--- src/hdl/pvadc_pkg.sv ---
//------------------------------------------------------------------------------
// pvadc_pkg
// Shared widths, codes and handshake structures of the process alarm checker.
//------------------------------------------------------------------------------
`default_nettype none

package pvadc_pkg;

   localparam int NUM_SLOTS     = 8;
   localparam int SLOT_W        = 7;
   localparam int DATA_W        = 32;
   localparam int PCT_W         = 15;
   localparam int MODES_W       = NUM_SLOTS * SLOT_W;
   localparam int TRIP_REG_W    = 64;
   localparam int NUM_TRIP_REGS = 4;
   localparam int CSR_IDX_W     = 3;
   localparam int PRIO_W        = 4;
   localparam int SEV_W         = 5;
   localparam int SPAN_W        = DATA_W + 1;
   localparam int PROD_W        = SPAN_W + PCT_W;
   localparam int PCT_SHIFT     = 8;
   localparam int DIV_BITS      = PROD_W - 1 - PCT_SHIFT;
   localparam int DIVISOR       = 100;
   localparam int REM_W         = 7;
   localparam int DIGIT_W       = 8;
   localparam int NUM_DIGITS    = (DIV_BITS + DIGIT_W - 1) / DIGIT_W;
   localparam int NUM_W         = NUM_DIGITS * DIGIT_W;
   localparam int TRIAL_W       = REM_W + DIGIT_W;
   localparam int RECIP_SHIFT   = 19;
   localparam int RECIP_MUL     = (1 << RECIP_SHIFT) / DIVISOR + 1;
   localparam int RECIP_W       = 13;
   localparam int RECIP_PROD_W  = TRIAL_W + RECIP_W;
   localparam int QUOT_W        = 33;
   localparam int DELTA_W       = QUOT_W + 1;
   localparam int THR_W         = DELTA_W + 1;
   localparam int CNT_W         = 6;

   typedef enum logic [2:0] {
      SLOT_NONE      = 3'd0,
      SLOT_HIGH      = 3'd1,
      SLOT_HIGH_HIGH = 3'd2,
      SLOT_LOW       = 3'd3,
      SLOT_LOW_LOW   = 3'd4
   } slot_kind_type;

   typedef enum logic [CSR_IDX_W-1:0] {
      CSR_RANGE_LOW  = 3'd0,
      CSR_RANGE_HIGH = 3'd1,
      CSR_DEADBAND   = 3'd2,
      CSR_SLOT_MODES = 3'd3,
      CSR_TRIPS_0_1  = 3'd4,
      CSR_TRIPS_2_3  = 3'd5,
      CSR_TRIPS_4_5  = 3'd6,
      CSR_TRIPS_6_7  = 3'd7
   } csr_index_type;

   typedef enum logic [2:0] {
      ST_MUL,
      ST_LOAD,
      ST_DIV,
      ST_SIGN,
      ST_THR,
      ST_RUN
   } ctrl_state_type;

   typedef struct packed {
      logic mul;
      logic load;
      logic div_step;
      logic sign;
      logic thr;
      logic accept;
   } ctrl_cmd_type;

   typedef struct packed {
      logic div_done;
   } dp_status_type;

endpackage : pvadc_pkg

`default_nettype wire

--- src/hdl/pvadc_dp.sv ---
//------------------------------------------------------------------------------
// pvadc_dp
// Configuration registers, deadband divider, thresholds and slot evaluation.
//------------------------------------------------------------------------------
`default_nettype none

module pvadc_dp (
   input  wire logic                                   clock,
   input  wire logic                                   reset,
   input  wire logic                                   csr_write,
   input  wire logic [pvadc_pkg::CSR_IDX_W-1:0]        csr_index,
   input  wire logic [pvadc_pkg::TRIP_REG_W-1:0]       csr_wdata,
   input  wire pvadc_pkg::ctrl_cmd_type                cmd,
   output pvadc_pkg::dp_status_type                    status,
   input  wire logic signed [pvadc_pkg::DATA_W-1:0]    req_pv_sample,
   output logic signed [pvadc_pkg::DATA_W-1:0]         rsp_pv_clamped,
   output logic [pvadc_pkg::SEV_W-1:0]                 rsp_severity,
   output logic [pvadc_pkg::NUM_SLOTS-1:0]             rsp_active_mask,
   output logic [pvadc_pkg::NUM_SLOTS-1:0]             rsp_raised_mask,
   output logic [pvadc_pkg::NUM_SLOTS-1:0]             rsp_cleared_mask
);

   localparam int DW = pvadc_pkg::DATA_W;
   localparam int NS = pvadc_pkg::NUM_SLOTS;
   localparam int TW = pvadc_pkg::THR_W;

   logic signed [DW-1:0]                     range_low_ff, range_high_ff;
   logic [pvadc_pkg::PCT_W-1:0]              pct_ff;
   logic [pvadc_pkg::MODES_W-1:0]            modes_ff;
   logic [pvadc_pkg::TRIP_REG_W-1:0]         trips_ff [pvadc_pkg::NUM_TRIP_REGS];

   logic signed [pvadc_pkg::SPAN_W-1:0]      span;
   logic signed [pvadc_pkg::PROD_W-1:0]      prod_ff, prod_in;
   logic [pvadc_pkg::PROD_W-1:0]             prod_mag;
   logic                                     neg_ff;
   logic [pvadc_pkg::NUM_W-1:0]              num_ff;
   logic [pvadc_pkg::REM_W-1:0]              rem_ff;
   logic [pvadc_pkg::CNT_W-1:0]              cnt_ff;
   logic [pvadc_pkg::TRIAL_W-1:0]            trial;
   logic [pvadc_pkg::RECIP_PROD_W-1:0]       recip_prod;
   logic [pvadc_pkg::DIGIT_W-1:0]            quot_digit;
   logic [pvadc_pkg::TRIAL_W-1:0]            digit_times_div;
   logic [pvadc_pkg::DELTA_W-1:0]            quot_ext;
   logic signed [pvadc_pkg::DELTA_W-1:0]     delta_ff;
   logic signed [TW-1:0]                     delta_ext;
   logic signed [TW-1:0]                     thr_ff   [NS];
   logic signed [TW-1:0]                     trip_ext [NS];
   logic                                     clamp_en_ff;

   logic [NS-1:0]                            latched_ff, latched_in;
   logic signed [DW-1:0]                     pv_clamped;
   logic signed [TW-1:0]                     pv_ext;
   logic [NS-1:0]                            now_on, slot_used;
   logic [NS-1:0]                            active, raised, cleared;
   logic [pvadc_pkg::SEV_W-1:0]              sev;

   // Configuration registers.
   always_ff @(posedge clock) begin
      if (reset) begin
         range_low_ff  <= '0;
         range_high_ff <= DW'(6553600);
         pct_ff        <= '0;
         modes_ff      <= '0;
         for (int k = 0; k < pvadc_pkg::NUM_TRIP_REGS; k++) begin
            trips_ff[k] <= '0;
         end
      end else if (csr_write) begin
         case (pvadc_pkg::csr_index_type'(csr_index))
            pvadc_pkg::CSR_RANGE_LOW:  range_low_ff  <= csr_wdata[DW-1:0];
            pvadc_pkg::CSR_RANGE_HIGH: range_high_ff <= csr_wdata[DW-1:0];
            pvadc_pkg::CSR_DEADBAND:   pct_ff        <= csr_wdata[pvadc_pkg::PCT_W-1:0];
            pvadc_pkg::CSR_SLOT_MODES: modes_ff      <= csr_wdata[pvadc_pkg::MODES_W-1:0];
            pvadc_pkg::CSR_TRIPS_0_1:  trips_ff[0]   <= csr_wdata;
            pvadc_pkg::CSR_TRIPS_2_3:  trips_ff[1]   <= csr_wdata;
            pvadc_pkg::CSR_TRIPS_4_5:  trips_ff[2]   <= csr_wdata;
            pvadc_pkg::CSR_TRIPS_6_7:  trips_ff[3]   <= csr_wdata;
            default: ;
         endcase
      end
   end

   // Deadband: span times percent, then magnitude divided by 256 and by 100.
   assign span    = {range_high_ff[DW-1], range_high_ff} - {range_low_ff[DW-1], range_low_ff};
   assign prod_in = span * $signed({1'b0, pct_ff});
   assign prod_mag = prod_ff[pvadc_pkg::PROD_W-1] ? (~prod_ff + 1'b1) : prod_ff;

   // One byte of the dividend per step; the quotient digit comes from a reciprocal multiply.
   assign trial           = {rem_ff, num_ff[pvadc_pkg::NUM_W-1 -: pvadc_pkg::DIGIT_W]};
   assign recip_prod      = pvadc_pkg::RECIP_PROD_W'(trial)
                            * pvadc_pkg::RECIP_PROD_W'(pvadc_pkg::RECIP_MUL);
   assign quot_digit      = recip_prod[pvadc_pkg::RECIP_SHIFT +: pvadc_pkg::DIGIT_W];
   assign digit_times_div = pvadc_pkg::TRIAL_W'(quot_digit)
                            * pvadc_pkg::TRIAL_W'(pvadc_pkg::DIVISOR);
   assign quot_ext = {1'b0, num_ff[pvadc_pkg::QUOT_W-1:0]};
   assign delta_ext = {delta_ff[pvadc_pkg::DELTA_W-1], delta_ff};
   assign status.div_done = (cnt_ff == '0);

   always_ff @(posedge clock) begin
      if (cmd.mul) begin
         prod_ff <= prod_in;
      end
      if (cmd.load) begin
         neg_ff <= prod_ff[pvadc_pkg::PROD_W-1];
         num_ff <= pvadc_pkg::NUM_W'(prod_mag[pvadc_pkg::PROD_W-2:pvadc_pkg::PCT_SHIFT]);
         rem_ff <= '0;
         cnt_ff <= pvadc_pkg::CNT_W'(pvadc_pkg::NUM_DIGITS - 1);
      end else if (cmd.div_step) begin
         num_ff <= {num_ff[pvadc_pkg::NUM_W-pvadc_pkg::DIGIT_W-1:0], quot_digit};
         rem_ff <= pvadc_pkg::REM_W'(trial - digit_times_div);
         cnt_ff <= cnt_ff - 1'b1;
      end
      if (cmd.sign) begin
         delta_ff <= neg_ff ? $signed(~quot_ext + 1'b1) : $signed(quot_ext);
      end
      if (cmd.thr) begin
         clamp_en_ff <= range_high_ff > range_low_ff;
         for (int k = 0; k < NS; k++) begin
            if (modes_ff[k*pvadc_pkg::SLOT_W +: 3] == pvadc_pkg::SLOT_LOW ||
                modes_ff[k*pvadc_pkg::SLOT_W +: 3] == pvadc_pkg::SLOT_LOW_LOW) begin
               thr_ff[k] <= trip_ext[k] + delta_ext;
            end else begin
               thr_ff[k] <= trip_ext[k] - delta_ext;
            end
         end
      end
   end

   // Per-sample evaluation.
   always_comb begin
      for (int k = 0; k < NS; k++) begin
         trip_ext[k] = TW'($signed(trips_ff[k/2][(k%2)*DW +: DW]));
      end
      pv_clamped = req_pv_sample;
      if (clamp_en_ff) begin
         if (req_pv_sample > range_high_ff) begin
            pv_clamped = range_high_ff;
         end else if (req_pv_sample < range_low_ff) begin
            pv_clamped = range_low_ff;
         end
      end
      pv_ext     = TW'(pv_clamped);
      latched_in = latched_ff;
      sev        = '0;
      for (int k = 0; k < NS; k++) begin
         now_on[k]    = 1'b0;
         slot_used[k] = 1'b0;
         case (modes_ff[k*pvadc_pkg::SLOT_W +: 3]) inside
            pvadc_pkg::SLOT_HIGH, pvadc_pkg::SLOT_HIGH_HIGH: begin
               slot_used[k] = 1'b1;
               now_on[k]    = (pv_ext > trip_ext[k]) || (latched_ff[k] && (pv_ext > thr_ff[k]));
            end
            pvadc_pkg::SLOT_LOW, pvadc_pkg::SLOT_LOW_LOW: begin
               slot_used[k] = 1'b1;
               now_on[k]    = (pv_ext < trip_ext[k]) || (latched_ff[k] && (pv_ext < thr_ff[k]));
            end
            default: ;
         endcase
         active[k]  = slot_used[k] && now_on[k];
         raised[k]  = slot_used[k] && now_on[k] && !latched_ff[k];
         cleared[k] = slot_used[k] && !now_on[k] && latched_ff[k];
         if (slot_used[k]) begin
            latched_in[k] = now_on[k];
         end
         if (active[k]) begin
            sev = {1'b0, modes_ff[k*pvadc_pkg::SLOT_W + 3 +: pvadc_pkg::PRIO_W]} + 1'b1;
         end
      end
   end

   always_ff @(posedge clock) begin
      if (reset) begin
         latched_ff <= '0;
      end else if (cmd.accept) begin
         latched_ff <= latched_in;
      end
   end

   always_ff @(posedge clock) begin
      if (cmd.accept) begin
         rsp_pv_clamped   <= pv_clamped;
         rsp_severity     <= sev;
         rsp_active_mask  <= active;
         rsp_raised_mask  <= raised;
         rsp_cleared_mask <= cleared;
      end
   end

endmodule : pvadc_dp

`default_nettype wire

--- config.mk ---
export PLATFORM = sky130hd
export DESIGN_NAME = pvadc_dp
export DESIGN_NICKNAME = d
export VERILOG_FILES = /design/src/hdl/pvadc_pkg.sv /design/src/hdl/pvadc_dp.sv
export SDC_FILE = /design/constraint.sdc
export NUM_CORES = 2
export LEC_CHECK = 0
export BUFFER_PORTS_ARGS = -buffer_cell sky130_fd_sc_hd__buf_4
export CAP_MARGIN = 20
export CELL_PAD_IN_SITES_DETAIL_PLACEMENT = 1
export CELL_PAD_IN_SITES_GLOBAL_PLACEMENT = 2
export CORE_MARGIN = 4
export CORE_UTILIZATION = 42
export CTS_CLUSTER_DIAMETER = 50
export DETAILED_ROUTE_END_ITERATION = 12
export GPL_TIMING_DRIVEN = 0
export PLACE_DENSITY_LB_ADDON = 0.1
export SKIP_LAST_GASP = 1
export SLEW_MARGIN = 0
export SYNTH_ARGS = -nofsm -noshare
export SYNTH_HDL_FRONTEND = slang
export SYNTH_SLANG_ARGS = --single-unit
export TNS_END_PERCENT = 1
--- constraint.sdc ---
create_clock -name clock -period 11 [get_ports clock]
set_input_delay 2.2 -clock clock [delete_from_list [all_inputs] [get_ports clock]]
set_output_delay 2.2 -clock clock [all_outputs]
set_load 0.005 [all_outputs]
=== Yosys cells after proc, flatten, opt, wreduce, memory -nomap -nowiden ===
Memory sizes are Yosys's and may differ from the RTL's.
Cells that the tools add are included.

* Bits in registers: 341
* Bits in writable memories: 536
* Bits of input ports: 108
* Output and inout bits: 62
* Word-level logic and storage cells: 392
* Memories: 2

* Add/sub/neg operators: 29
* $mul: 3
* Magnitude comparators: 35
* Equal/unequal tests: 39
* Muxes and demuxes: 125
* Bitwise gates (word level): 14
* Reduce and logical (&&, ||, !) cells: 119

{| class="wikitable"
|+ Memories
! memory !! words !! width !! read ports !! clocked after Yosys merged registers in !! wr ports !! RTL line !! text
|-
| thr_ff || 8 || 35 || 8 || 0 || 8 || pvadc_dp.sv:46 || <nowiki>logic signed [TW-1:0] thr_ff [NS];</nowiki>
|-
| trips_ff || 4 || 64 || 4 || 0 || 4 || pvadc_dp.sv:30 || <nowiki>logic [pvadc_pkg::TRIP_REG_W-1:0] trips_ff [pvadc_pkg::NUM_TRIP_REGS];</nowiki>
|}

{| class="wikitable"
|+ Operators with widths
! operator !! number
|-
| greater-than comparator 32 bit || 10
|-
| less-than comparator 32 bit || 9
|-
| adder 32 x 34 -> 35 bit || 8
|-
| greater-than comparator 32 x 35 -> 1 bit || 8
|-
| less-than comparator 32 x 35 -> 1 bit || 8
|-
| two-way mux 35 bit || 8
|-
| subtractor 32 x 34 -> 35 bit || 8
|-
| two-way mux 64 bit || 4
|-
| two-way mux 1 bit || 98
|-
| two-way mux 32 bit || 3
|-
| two-way mux 39 bit || 2
|-
| equality test 3 x 2 -> 1 bit, second input constant || 18
|-
| logical AND 1 bit || 48
|-
| multiplier 33 x 16 -> 48 bit || 1
|-
| adder 47 x 1 -> 47 bit, second input constant || 1
|-
| two-way mux 47 bit || 1
|-
| inverter 47 bit || 1
|-
| adder 4 x 1 -> 5 bit, second input constant || 8
|-
| two-way mux 5 bit || 8
|-
| equality test 3 bit, second input constant || 12
|-
| adder 34 x 1 -> 34 bit, second input constant || 1
|-
| inverter 33 -> 34 bit || 1
|-
| two-way mux 33 bit || 1
|-
| subtractor 32 x 32 -> 33 bit || 1
|-
| 13 further kinds || 96
|}

=== Logic depth before layout (Yosys ltp) ===
* Depth after elaboration: 18
* Gate-level depth with buffers: 38
* Gate-level depth less buffers: 37

=== Worst setup path after synthesis ===
No wires, ideal clock.

* Kind: input-to-reg
* Start point: input port req_pv_sample[17] in the netlist's numbering
* End point: register rsp_severity[4] in the netlist's numbering, data pin
* Library setup time: 0.169 ns
* Arrival: 9.373 ns
* Required time: 10.831 ns
* Setup slack: 1.458 ns
* Stages on the path: 25
* Buffers on the path: 2
* Cell sequence: ha_1 > a21o_1 > a21o_1 > a21o_1 > a21oi_1 > nor2b_1 > o211ai_1 > a211oi_1 > nor4bb_1 > a21oi_1 > nand2b_1 > clkbuf_1 > clkbuf_1 > o221ai_1 > ha_1 > a211oi_1 > o221ai_1 > a221o_1 > nor4_1 > mux2i_1 > o41ai_1 > inv_1 > a221oi_1 > a41oi_1 > o31ai_1

* Elaborated cells between the ends (all ways): 101
* Classes of those cells: order compare: 34; mux: 27; reduce/logical: 40

{| class="wikitable"
|+ RTL lines
! what !! RTL line !! text
|-
| from (decl) || pvadc_dp.sv:15 || <nowiki>input wire logic signed [pvadc_pkg::DATA_W-1:0] req_pv_sample,</nowiki>
|-
| less-than comparator 32 bit || pvadc_dp.sv:137 || <nowiki>end else if (req_pv_sample < range_low_ff) begin</nowiki>
|-
| two-way mux 32 bit || pvadc_dp.sv:137 ||
|-
| two-way mux 32 bit (*) || pvadc_dp.sv:135 || <nowiki>if (req_pv_sample > range_high_ff) begin</nowiki>
|-
| two-way mux 32 bit (*) || pvadc_dp.sv:134 || <nowiki>if (clamp_en_ff) begin</nowiki>
|-
| via pv_clamped[31] || pvadc_dp.sv:51 || <nowiki>logic signed [DW-1:0] pv_clamped;</nowiki>
|-
| less-than comparator 32 x 35 -> 1 bit || pvadc_dp.sv:154 || <nowiki>now_on[k] = (pv_ext < trip_ext[k]) || (latched_ff[k] && (pv_ext < thr_ff[k]));</nowiki>
|-
| logical AND 1 bit || pvadc_dp.sv:154 ||
|-
| logical OR 1 bit || pvadc_dp.sv:154 ||
|-
| two-way mux 1 bit || pvadc_dp.sv:147 || <nowiki>case (modes_ff[k*pvadc_pkg::SLOT_W +: 3]) inside</nowiki>
|-
| two-way mux 1 bit (*) || pvadc_dp.sv:147 ||
|-
| logical AND 1 bit (*) || pvadc_dp.sv:158 || <nowiki>active[k] = slot_used[k] && now_on[k];</nowiki>
|-
| via active[6] || pvadc_dp.sv:54 || <nowiki>logic [NS-1:0] active, raised, cleared;</nowiki>
|-
| two-way mux 5 bit (*) (2 in series) || pvadc_dp.sv:164 || <nowiki>if (active[k]) begin</nowiki>
|-
| via sev, one bit || pvadc_dp.sv:55 || <nowiki>logic [pvadc_pkg::SEV_W-1:0] sev;</nowiki>
|-
| to (signal assigned) || pvadc_dp.sv:181 || <nowiki>rsp_severity <= sev;</nowiki>
|-
| to (decl) || pvadc_dp.sv:17 || <nowiki>output logic [pvadc_pkg::SEV_W-1:0] rsp_severity,</nowiki>
|}

The timed path passes the listed nets; every way through them passes the cells marked *.
A chain may end at the register's enable or synchronous reset.

=== Worst setup path after layout ===
* Start point: input port req_pv_sample[17] in the netlist's numbering
* End point: register rsp_severity[3] in the netlist's numbering, data pin

* Elaborated cells between the ends (all ways): 101
* Classes of those cells: order compare: 34; mux: 27; reduce/logical: 40

{| class="wikitable"
|+ RTL lines
! what !! RTL line
|-
| less-than comparator 32 bit || pvadc_dp.sv:137
|-
| two-way mux 32 bit || pvadc_dp.sv:137
|-
| two-way mux 32 bit (*) || pvadc_dp.sv:135
|-
| two-way mux 32 bit (*) || pvadc_dp.sv:134
|-
| via pv_clamped[28] || pvadc_dp.sv:51
|-
| less-than comparator 32 x 35 -> 1 bit || pvadc_dp.sv:154
|-
| logical AND 1 bit || pvadc_dp.sv:154
|-
| logical OR 1 bit || pvadc_dp.sv:154
|-
| two-way mux 1 bit || pvadc_dp.sv:147
|-
| two-way mux 1 bit (*) || pvadc_dp.sv:147
|-
| logical AND 1 bit (*) || pvadc_dp.sv:158
|-
| via active[1] || pvadc_dp.sv:54
|-
| two-way mux 5 bit (*) (7 in series) || pvadc_dp.sv:164
|-
| via sev, one bit || pvadc_dp.sv:55
|}

Marks and branches as above.

==> metrics <==
status complete, no violations; row cnt 166; Worst-path clk slew 0.06 ns; largest net degree at the start of global routing 52; cell area after synthesis 87100 um2; vias per cell 5.80; worst-path maximum fanout 10; I/O pins 170; CTS tree done; vias in the first global route 77300; async set or reset register ratio after synthesis 0; initial antenna violation count 32; crit share post-route 0.999; Cell variety after synth 88; Util after Layout 0.487; Layout area overhead 14.8%; Synth Instances 9430; Arr. time, crit path 11.49 ns; first-pass GRT wire length 537000 um; Reg2Reg Depth 34; Hold Slack 0.489 ns; clock latency on the worst-skew pair 0.84 ns; WL/cell 29.6 um; DR pass1 iterations 6; Worst Setup SP req_pv_sample[17]; power after layout 20500 uW; total core area 205000 um2; die height 463 um; die area 215000 um2; RePlAce Congestion 0.964; Hold Path Class reg -> reg; Layout Nets 11600; Crit path required time 11.50 ns; CTS Root Cell clkbuf_16; I/O Buffers 166; WL final 376000 um; Num CTS Buffers 149; Layout Skew 0.0382 ns; Tmin final 10.98 ns; clock buffer depth 3; clock tree sinks 877; sequential share of the synthesized area 0.284; DRT iter0 DRCs 6363; Max-slew headroom 0.146; Peak Freq 91.0 MHz; # DRC 0; RSZ-0062 raised after global routing yes; CP Class in -> reg; Setup crit start kind input port; gr busiest metal met2; H-tree depth 4; maximum vdd drop 0.000400 V; Initial Util 0.424; reg-to-reg critical path endpoint prod_ff[44]$_DFFE_PP_; Final Max Slew Viols 0; pwr dens 205 nW/um2; leakage power 0.0457 uW; Horiz. Die Dim 463 um; Setup crit end kind flip-flop; Synth Warn # 0; Post-DRT Antenna Nets 0; worst reg2reg startpoint range_low_ff[1]$_SDFFE_PP0P_; R2R setup slack 0.41 ns; fillers 23300; met2 GRT Util 0.562; number of synthesized flops with an enable pin 720; met1 usage 0.419; GRT Resource Usage Total 0.346; Setup Viol. Count Final 0; CP endpoint rsp_severity[3]$_DFFE_PP_; DPL Wire Length 301000 um; top_reg_cell synth edfxtp_1; Vias 73600; Cells after DPL 12400; routing usage on met3 0.0496; Post-Syn Nets 11200; Max Cap Viol 0; flops & latches, synth 877; Hold Buf Count CTS 0; Avg Cell Area, Syn 9.23 um2; share of cells above drive strength 1 0.0724; Worst-Margin Slew 1.28 ns; remaining global-route overflow 0; Setup TNS Final 0 ns; final cell count without fillers 12700; Final Hold Viols 0
Yosys cell counts (77+ instances only):
library cell,number,share of area
inv_1,1384,0.060
ha_1,1132,0.16
nand2_1,1031,0.044
edfxtp_1,720,0.25
a21oi_1,633,0.036
fa_1,540,0.12
and2_1,448,0.032
nor2_1,437,0.019
xnor2_1,429,0.043
xor2_1,259,0.026
o21ai_0,255,0.015
clkbuf_1,254,0.011
a21o_1,229,0.020
nand3_1,165,0.0095
dfxtp_1,157,0.036
nand4_1,116,0.0083
nor3_1,95,0.0055
nor2b_1,94,0.0068
nand2b_1,77,0.0055
layout make-up:
class,instances,area (um2),area share
Timing Repair Buffer,280,3410,0.0342
Antenna cell,31,77.6,0.000776
Tap cell,2688,3360,0.0337
Buffer,279,1130,0.0113
Clock buffer,168,3920,0.0392
Clock inverter,109,1190,0.0119
Sequential cell,877,24800,0.248
Inverter,1385,5200,0.0520
Multi-Input combinational cell,6887,56900,0.569
layout by cell type (no fill, tap or decap), types with 73 or more instances in the layout:
master,n
inv_1,1384
ha_1,1132
nand2_1,1030
edfxtp_1,720
a21oi_1,633
fa_1,540
and2_1,448
nor2_1,431
xnor2_1,419
xor2_1,254
o21ai_0,252
a21o_1,229
clkbuf_1,226
buf_4,178
nand3_1,165
dfxtp_1,157
clkbuf_16,153
nand4_1,116
nor2b_1,94
nor3_1,91
nand2b_1,73
metal layers:
metal  part of all wire  routed length [um]
met5           0.000069                  26
met4              0.086               32400
met3              0.060               22600
met2               0.46              174000
met1               0.39              147000
critical path, stage by stage:
cell and delay (ns):
buf_4 0.14, ha_1 0.31, a21o_1 0.16, a21o_1 0.17
a21o_1 0.18, a21oi_1 0.17, nor2b_1 0.07, o211ai_1 0.16
o311ai_0 0.16, a31o_2 0.25, a21oi_1 0.43, o21a_1 0.39
clkbuf_1 0.45, buf_8 0.24, o221ai_4 0.39, buf_16 0.33
ha_1 0.30, nand4_1 0.14, nor4_1 0.60, nand4_1 0.50
a211oi_2 0.60, o41ai_1 0.26, mux2i_1 0.18, a21oi_1 0.48
clkbuf_1 0.61, o311ai_0 0.36, a2111oi_0 0.87, nor2_1 0.28
stage by stage:
stage / setup WS [ns] / area, um2
4_1_cts: -0.0394 / 99700
5_1_grt: -0.0298 / 99900
3_5_place_dp: -1.10 / 94500
6_report: 0.0151 / 99900
2_1_floorplan: 1.46 / 87100
3_3_place_gp: -5.03 / 91700
report_power, final:
| group | leakage (uW) | internal [uW] | switching [uW] |
|---|---|---|---|
| sequential | 0.00834 | 4540 | 346 |
| combinational | 0.0349 | 4330 | 6410 |
| clock | 0.00246 | 2920 | 1910 |
| total | 0.0457 | 11800 | 8670 |
how the worst min path moves through the flow:
| stage | startpoint | endpoint | slack [ns] | cells after the start |
|---|---|---|---|---|
| finish | modes_ff[32]$_SDFFE_PP0P_ | modes_ff[32]$_SDFFE_PP0P_ | 0.49 | 2 |
| global route | modes_ff[27]$_SDFFE_PP0P_ | modes_ff[27]$_SDFFE_PP0P_ | 0.51 | 2 |
| CTS | modes_ff[32]$_SDFFE_PP0P_ | modes_ff[32]$_SDFFE_PP0P_ | 0.48 | 2 |
| detailed placement | modes_ff[32]$_SDFFE_PP0P_ | modes_ff[32]$_SDFFE_PP0P_ | 0.48 | 2 |
| global placement | modes_ff[18]$_SDFFE_PP0P_ | modes_ff[18]$_SDFFE_PP0P_ | 0.47 | 2 |
| floorplan | range_low_ff[10]$_SDFFE_PP0P_ | range_low_ff[10]$_SDFFE_PP0P_ | 0.45 | 2 |
cells by family after synthesis:
kind of cell / share of synthesized area
simple gates: 0.153
buf+inv: 0.0720
compound gates: 0.129
flops: 0.284
mux: 0.00570
fa+ha+maj: 0.287
xor+xnor: 0.0695
what timing repair did:
item	4_1_cts	5_1_grt
buffers inserted	0	1
setup endpoints to repair	7	15
gates resized for setup	8	37
pin swaps	0	1
registers in the layout, indices dropped and copies added, names as in the netlist, 6 cells and up:
signal,count
modes_ff,56
rsp_raised_mask,8
pct_ff,15
delta_ff,34
latched_ff,8
range_low_ff,32
thr_ff,280
range_high_ff,32
rsp_pv_clamped,32
prod_ff,48
rsp_cleared_mask,8
rem_ff,7
rsp_active_mask,8
num_ff,40
cnt_ff,6
trips_ff,256
Power figures use the tool's default switching activity.
